File: src/rtl/cis_pkg.sv
package cis_pkg;

   localparam int MaxPattern = 16;
   localparam int TextMax    = 65536;
   localparam int ByteW      = 8;
   localparam int LenW       = $clog2(MaxPattern + 1);
   localparam int IdxW       = $clog2(MaxPattern);
   localparam int SeenW      = $clog2(TextMax + 1);
   localparam int StartW     = 16;
   localparam int CsrAddrW   = 2;
   localparam int CsrDataW   = 64;
   localparam int HalfBytes  = CsrDataW / ByteW;

   localparam logic [CsrAddrW-1:0] RegPatLow  = CsrAddrW'(0);
   localparam logic [CsrAddrW-1:0] RegPatHigh = CsrAddrW'(1);
   localparam logic [CsrAddrW-1:0] RegPatLen  = CsrAddrW'(2);

   localparam logic [LenW-1:0]   LenMax   = LenW'(MaxPattern);
   localparam logic [SeenW-1:0]  SeenMax  = SeenW'(TextMax);
   localparam logic [StartW-1:0] StartMax = {StartW{1'b1}};

   typedef logic [ByteW-1:0] char_type;

   typedef struct packed {
      char_type [MaxPattern-1:0] chars;
      logic [LenW-1:0]           len;
   } pattern_type;

   function automatic char_type fold_case(input char_type c);
      char_type r;
      r = c;
      if (c >= char_type'("A") && c <= char_type'("Z")) begin
         r = c + char_type'(32);
      end
      return r;
   endfunction

endpackage

File: src/rtl/cis_cfg_regs.sv
module cis_cfg_regs
   import cis_pkg::*;
(
   input  logic                clock,
   input  logic                reset,
   input  logic                csr_we,
   input  logic [CsrAddrW-1:0] csr_addr,
   input  logic [CsrDataW-1:0] csr_wdata,
   output pattern_type         pattern
);

   char_type [MaxPattern-1:0] chars_ff;
   char_type [MaxPattern-1:0] chars_in;
   logic [LenW-1:0]           len_ff;
   logic [LenW-1:0]           len_in;
   logic [LenW-1:0]           wlen;

   always_comb begin
      chars_in = chars_ff;
      len_in   = len_ff;
      wlen     = csr_wdata[LenW-1:0];
      if (csr_we) begin
         case (csr_addr)
            RegPatLow: begin
               for (int k = 0; k < HalfBytes; k++) begin
                  chars_in[k] = fold_case(csr_wdata[k*ByteW +: ByteW]);
               end
            end
            RegPatHigh: begin
               for (int k = 0; k < HalfBytes; k++) begin
                  chars_in[k+HalfBytes] = fold_case(csr_wdata[k*ByteW +: ByteW]);
               end
            end
            RegPatLen: begin
               len_in = (wlen > LenMax) ? LenMax : wlen;
            end
            default: begin
            end
         endcase
      end
   end

   always_ff @(posedge clock) begin
      if (reset) begin
         chars_ff <= '0;
         len_ff   <= '0;
      end else begin
         chars_ff <= chars_in;
         len_ff   <= len_in;
      end
   end

   assign pattern.chars = chars_ff;
   assign pattern.len   = len_ff;

endmodule

File: src/rtl/cis_matcher.sv
module cis_matcher
   import cis_pkg::*;
(
   input  logic              clock,
   input  logic              reset,
   input  logic              step,
   input  char_type          text_byte,
   input  logic              end_of_text,
   input  pattern_type       pattern,
   output logic              hit,
   output logic              found,
   output logic [StartW-1:0] start
);

   char_type [MaxPattern-1:0] win_ff;
   char_type [MaxPattern-1:0] win_in;
   logic [SeenW-1:0]          seen_ff;
   logic [SeenW-1:0]          seen_in;
   logic                      reported_ff;
   logic                      reported_in;

   char_type [MaxPattern-1:0] new_win;
   char_type [MaxPattern-1:0] aligned;
   logic [MaxPattern-1:0]     cmp_ok;
   logic [SeenW-1:0]          seen_inc;
   logic [SeenW-1:0]          start_full;
   logic [IdxW-1:0]           idx;
   logic                      win_match;
   logic                      long_enough;

   // shifted window and pattern right-aligned to the newest byte
   always_comb begin
      new_win[0] = fold_case(text_byte);
      for (int j = 1; j < MaxPattern; j++) begin
         new_win[j] = win_ff[j-1];
      end
      for (int j = 0; j < MaxPattern; j++) begin
         idx        = IdxW'(pattern.len - LenW'(1) - LenW'(j));
         aligned[j] = pattern.chars[idx];
         cmp_ok[j]  = (LenW'(j) >= pattern.len) || (new_win[j] == aligned[j]);
      end
   end

   assign win_match   = &cmp_ok;
   assign seen_inc    = (seen_ff == SeenMax) ? seen_ff : seen_ff + SeenW'(1);
   assign long_enough = seen_inc >= SeenW'(pattern.len);
   assign start_full  = seen_inc - SeenW'(pattern.len);

   always_comb begin
      win_in      = win_ff;
      seen_in     = seen_ff;
      reported_in = reported_ff;
      hit         = 1'b0;
      found       = 1'b0;
      start       = '0;
      if (step) begin
         if (end_of_text) begin
            hit         = !reported_ff;
            found       = (pattern.len == '0);
            win_in      = '0;
            seen_in     = '0;
            reported_in = 1'b0;
         end else if (!reported_ff) begin
            if (pattern.len == '0) begin
               hit         = 1'b1;
               found       = 1'b1;
               reported_in = 1'b1;
            end else begin
               win_in  = new_win;
               seen_in = seen_inc;
               if (long_enough && win_match) begin
                  hit         = 1'b1;
                  found       = 1'b1;
                  reported_in = 1'b1;
                  start       = (start_full > SeenW'(StartMax)) ? StartMax
                                                               : start_full[StartW-1:0];
               end
            end
         end
      end
   end

   always_ff @(posedge clock) begin
      if (reset) begin
         win_ff      <= '0;
         seen_ff     <= '0;
         reported_ff <= 1'b0;
      end else begin
         win_ff      <= win_in;
         seen_ff     <= seen_in;
         reported_ff <= reported_in;
      end
   end

endmodule

File: src/rtl/caseless_substring_search.sv
// Case-insensitive substring search over a byte stream. Load the pattern (up to 16 bytes,
// byte 0 first) into registers 0 and 1 and its length into register 2 while the block is
// idle; only the low five bits of the length count, values above 16 act as 16, and zero is
// an empty pattern that matches at offset 0 on the first word of a text. Each req word
// carries one text byte, and a word with tlast set ends the text (its byte is ignored) and
// starts a new one. ASCII letters compare without regard to case. One rsp word comes per
// text: at the byte that completes the first match (found set, start offset), or at the
// end-of-text word when nothing matched. Offsets saturate at 65535. The block takes one
// word per clock unless a stalled rsp side holds it: a word is registered on entry, the
// 16-byte window compare runs on the registered word, and the result sits in an output
// register; a stalled rsp side holds the input side only once both registers are full.
module caseless_substring_search
   import cis_pkg::*;
(
   input  logic                clock,
   input  logic                reset,
   input  logic                req_tvalid,
   output logic                req_tready,
   input  logic [7:0]          req_tdata,   // text_byte
   input  logic                req_tlast,   // end_of_text
   output logic                rsp_tvalid,
   input  logic                rsp_tready,
   output logic [15:0]         rsp_tdata,   // match_start
   output logic                rsp_tuser,   // match_found
   input  logic                csr_we,
   input  logic [CsrAddrW-1:0] csr_addr,
   input  logic [CsrDataW-1:0] csr_wdata
);

   pattern_type       pattern;
   logic              step;
   logic              hit;
   logic              found;
   logic [StartW-1:0] start;

   logic              in_valid_ff;
   logic              in_valid_in;
   char_type          in_byte_ff;
   logic              in_last_ff;
   logic              out_valid_ff;
   logic              out_valid_in;
   logic              out_found_ff;
   logic [StartW-1:0] out_start_ff;

   cis_cfg_regs u_cfg (
      .clock     (clock),
      .reset     (reset),
      .csr_we    (csr_we),
      .csr_addr  (csr_addr),
      .csr_wdata (csr_wdata),
      .pattern   (pattern)
   );

   cis_matcher u_match (
      .clock       (clock),
      .reset       (reset),
      .step        (step),
      .text_byte   (in_byte_ff),
      .end_of_text (in_last_ff),
      .pattern     (pattern),
      .hit         (hit),
      .found       (found),
      .start       (start)
   );

   assign step       = in_valid_ff && (!out_valid_ff || rsp_tready);
   assign req_tready = !in_valid_ff || step;

   always_comb begin
      in_valid_in = in_valid_ff;
      if (req_tvalid && req_tready) begin
         in_valid_in = 1'b1;
      end else if (step) begin
         in_valid_in = 1'b0;
      end
      out_valid_in = out_valid_ff;
      if (hit) begin
         out_valid_in = 1'b1;
      end else if (rsp_tready) begin
         out_valid_in = 1'b0;
      end
   end

   always_ff @(posedge clock) begin
      if (reset) begin
         in_valid_ff  <= 1'b0;
         out_valid_ff <= 1'b0;
      end else begin
         in_valid_ff  <= in_valid_in;
         out_valid_ff <= out_valid_in;
      end
   end

   always_ff @(posedge clock) begin
      if (req_tvalid && req_tready) begin
         in_byte_ff <= req_tdata;
         in_last_ff <= req_tlast;
      end
      if (hit) begin
         out_found_ff <= found;
         out_start_ff <= start;
      end
   end

   assign rsp_tvalid = out_valid_ff;
   assign rsp_tdata  = out_start_ff;
   assign rsp_tuser  = out_found_ff;

endmodule

File: config.mk
export PLATFORM = sky130hd
export DESIGN_NAME = caseless_substring_search
export DESIGN_NICKNAME = d
export VERILOG_FILES = /design/src/rtl/cis_pkg.sv /design/src/rtl/cis_cfg_regs.sv /design/src/rtl/cis_matcher.sv /design/src/rtl/caseless_substring_search.sv
export SDC_FILE = /design/constraint.sdc
export NUM_CORES = 1
export LEC_CHECK = 0
export ABC_AREA = 0
export BUFFER_PORTS_ARGS = -buffer_cell sky130_fd_sc_hd__buf_2
export CAP_MARGIN = 25
export CORE_MARGIN = 3
export CORE_UTILIZATION = 30
export CTS_BUF_LIST = sky130_fd_sc_hd__clkbuf_2 sky130_fd_sc_hd__clkbuf_4 sky130_fd_sc_hd__clkbuf_8
export CTS_CLUSTER_SIZE = 16
export DETAILED_ROUTE_END_ITERATION = 12
export HOLD_SLACK_MARGIN = 0.05
export SETUP_SLACK_MARGIN = 0.3
export SLEW_MARGIN = 20
export SYNTH_ARGS = -nofsm -noshare
export SYNTH_HDL_FRONTEND = slang
export SYNTH_HIERARCHICAL = 1
export SYNTH_SLANG_ARGS = --single-unit
File: constraint.sdc
create_clock -name clock -period 17.85 [get_ports clock]
set_input_delay 3.57 -clock clock [delete_from_list [all_inputs] [get_ports clock]]
set_output_delay 3.57 -clock clock [all_outputs]
set_load 0.005 [all_outputs]
==> reports/results.ini <==
[outcome]
status=finished clean

[layout]
finalNonFillerCells=3157
diodes=0
final_net_count=2359
final_common_cell=nand2_1
fin_util=0.341
drive_gt1_frac=0.197
final_cell_mix=nand2_1, dfxtp_1, nor2_1, a21oi_1, a22oi_1
syn_to_final_growth_pct=11.3

[floorplan]
io_pins=99
fp.dieArea_um2=71000
core_area_um2=66500
rows=94
initial_core_util=0.306
die_w_um=266
die_height_um=266

[global_routing]
gr-usage-all-layers=0.196
gr-total-overflow=0
grt_max_degree=105
antenna_found_initial=1
grt_pass1_vias=17100
grt_first_pass_wirelength_um=107000

[sta]
tightest_slew_ps=1020
final.min_clock_period_ps=7530
finalClockSkew_ps=66.6
relSlewSlack=0.312
fmax_mhz=133
finalSetupTns_ps=0
layout_worst_path_cycle_share=0.422
rsz0062_at_grt=false
report.final.slew_viol_count=0
finalHoldViolations=0
setup_viol=0

[route]
vias=18400
avgRoutedWirePerCell_um=22.6
wirelength_met1_um=31500
top_layer=met5
wl_met3_um=6210
first_pass_iters=6
drtIter0Drc=1912
ant_nets=0
wl_met2_um=31100
routed_via_density=5.83
drc=0
wirelength_um=71400

[cts]
cts_tree=yes
ctsResizeCount=0
clockBufferDepth=3
htreeDepth=2
ctsRootBufferMaster=clkbuf_8
clkSinkCount=299
holdBufCountCts=0
clk_pin_slew_ps=60
clk_latency_ps=680
numCtsBuffers=52
post_cts.repair.setup_buffers=0

[pwr]
p_per_area_nw_per_um2=74.2
p_sw_uw=504
power_frac_comb=0.176
power_leakage_nw=7.72
p_int_mw=1.18
peakVddDrop_uv=49.0
pwr-share-clk=0.401
sw_frac_of_total=0.300
p_seq_frac=0.423

[worst_setup_path]
crit_path_frequent_cell=buf_2
slowest_delay_ps=150
critPathMaxFanout=3
critical_path_class=in -> out
crit_path_end_kind=output port
cpMaxStageDelayCell=nand3b_4
crit_path_start_kind=input pin
worst_ep_arrival_time_ps=3960
worst_ep_required_time_ps=14280
crit_chain=buf_2, nand3b_4, buf_2

[synth]
synth_nets=2351
syn_area_um2=20300
synth_cell_types=79
synth_warnings=6
async_flop_share=0
avgSynthCellArea_um2=9.06
synth.ff_latch_count=299
syn_inst=2245
synth_edf_count=26
ys_seq_area_frac=0.307
ys.flop_type=dfxtp_1

[placement]
dp.cells=3061
gp_congestion=0.961
port_buffers=98
post-dp-hpwl_um=53800

[job]
cap_violations=0

[hold_path]
hp-class=reg -> reg

-- worst paths after layout --
kind,slack [ps],cells after the start,start,end
min reg2reg,470,2,u_cfg/pattern[118]$_SDFFE_PP0P_,u_cfg/pattern[118]$_SDFFE_PP0P_
max reg2reg,11040,15,u_cfg/len_ff[0]$_SDFFE_PP0P_,rsp_tdata[12]$_DFFE_PP_
min,470,2,u_cfg/pattern[118]$_SDFFE_PP0P_,u_cfg/pattern[118]$_SDFFE_PP0P_
max,10320,3,rsp_tready,req_tready
-- flip-flops by register name (all words and copies together) (netlist names) --
| name | cells |
|---|---|
| rsp_tdata | 16 |
| rsp_tuser | 1 |
| rsp_tvalid | 1 |
| u_match/new_win | 120 |
| in_valid_ff | 1 |
| in_byte_ff | 8 |
| u_cfg/len_ff | 5 |
| u_match/reported_ff | 1 |
| u_match/seen_ff | 17 |
| u_cfg/pattern | 128 |
| in_last_ff | 1 |
-- metrics by stage --
stage               setup slack [ps]  area, µm²  total power, mW  hold WS (ps)
floorplan                      10560      20300            0.916           445
global placement               10310      21400             1.01           458
detailed placement             10320      21500             1.01           467
CTS                            10320      22600             1.69           475
global route                   10300      22600             1.75           501
finish                         10320      22600             1.68           474
-- cells by family after synthesis --
logic type               after synthesis  synth area share
adder cells (fa/ha/maj)               26            0.0164
AND/OR/NAND/NOR                      756             0.166
buffers and inverters                197            0.0415
flip-flops                           299             0.307
AO/OA/AOI/OAI                        525             0.169
XOR/XNOR                             143            0.0631
multiplexers                         299             0.236
-- layout make-up --
cell class / instances / area, µm²
Tap cell: 864 / 1080
Clock inverter: 10 / 66.3
Inverter: 23 / 87.6
Timing Repair Buffer: 128 / 772
Clock buffer: 84 / 1040
Multi-Input combinational cell: 1749 / 13300
Sequential cell: 299 / 6250
Fill cell: 6795 / 43800
-- synth_stat cells (4+ instances only) --
library cell / number / area [µm²]
nand2_1: 311 / 1170
dfxtp_1: 273 / 5470
nor2_1: 252 / 946
a21oi_1: 181 / 906
a22oi_1: 148 / 1110
mux4_2: 139 / 3130
clkbuf_1: 108 / 405
mux2i_1: 99 / 991
xnor2_1: 78 / 683
xor2_1: 61 / 534
a211oi_1: 57 / 428
mux2_2: 54 / 608
buf_2: 49 / 245
nor3_1: 43 / 215
o21ai_0: 40 / 200
edfxtp_1: 26 / 781
ha_1: 25 / 313
or3_1: 24 / 150
nand4_1: 22 / 138
nor4_1: 20 / 125
o211ai_1: 20 / 150
inv_1: 19 / 71.3
nand3_1: 14 / 70.1
nor3b_1: 13 / 97.6
nand2b_1: 11 / 68.8
a31oi_1: 10 / 62.6
a21o_1: 9 / 67.6
buf_1: 9 / 33.8
nand4b_1: 8 / 70.1
a2bb2oi_1: 7 / 61.3
mux2_1: 7 / 78.8
o2bb2ai_1: 7 / 61.3
and2_1: 5 / 31.3
buf_4: 5 / 37.5
o31ai_1: 5 / 37.5
a211o_1: 4 / 35.0
a22o_1: 4 / 35.0
a41oi_1: 4 / 35.0
nand3b_1: 4 / 30.0
nor2b_1: 4 / 25.0
o21a_1: 4 / 30.0
o31a_1: 4 / 35.0
or4_1: 4 / 30.0
-- power by group through the flow --
stage          combinational [mW]  clock (mW)  sequential, mW
2_1_floorplan               0.198           0           0.718
3_3_place_gp                0.282           0           0.725
3_5_place_dp                0.288           0           0.726
4_1_cts                     0.289       0.693           0.712
5_1_grt                     0.316       0.725           0.713
6_report                    0.295       0.673           0.711
-- critical path: cells and delay by family --
kind / cells / cell delay, ps
and+or+nand+nor: 1 / 150
buffers and inverters: 2 / 230
-- metal layers --
metal,GRT usage,up-vias
met2,0.294,877
met5,0,-
met4,0.0723,2
li1,-,8336
met1,0.279,9063
met3,0.0392,141
No activity file was read; power rests on OpenSTA's default activity.
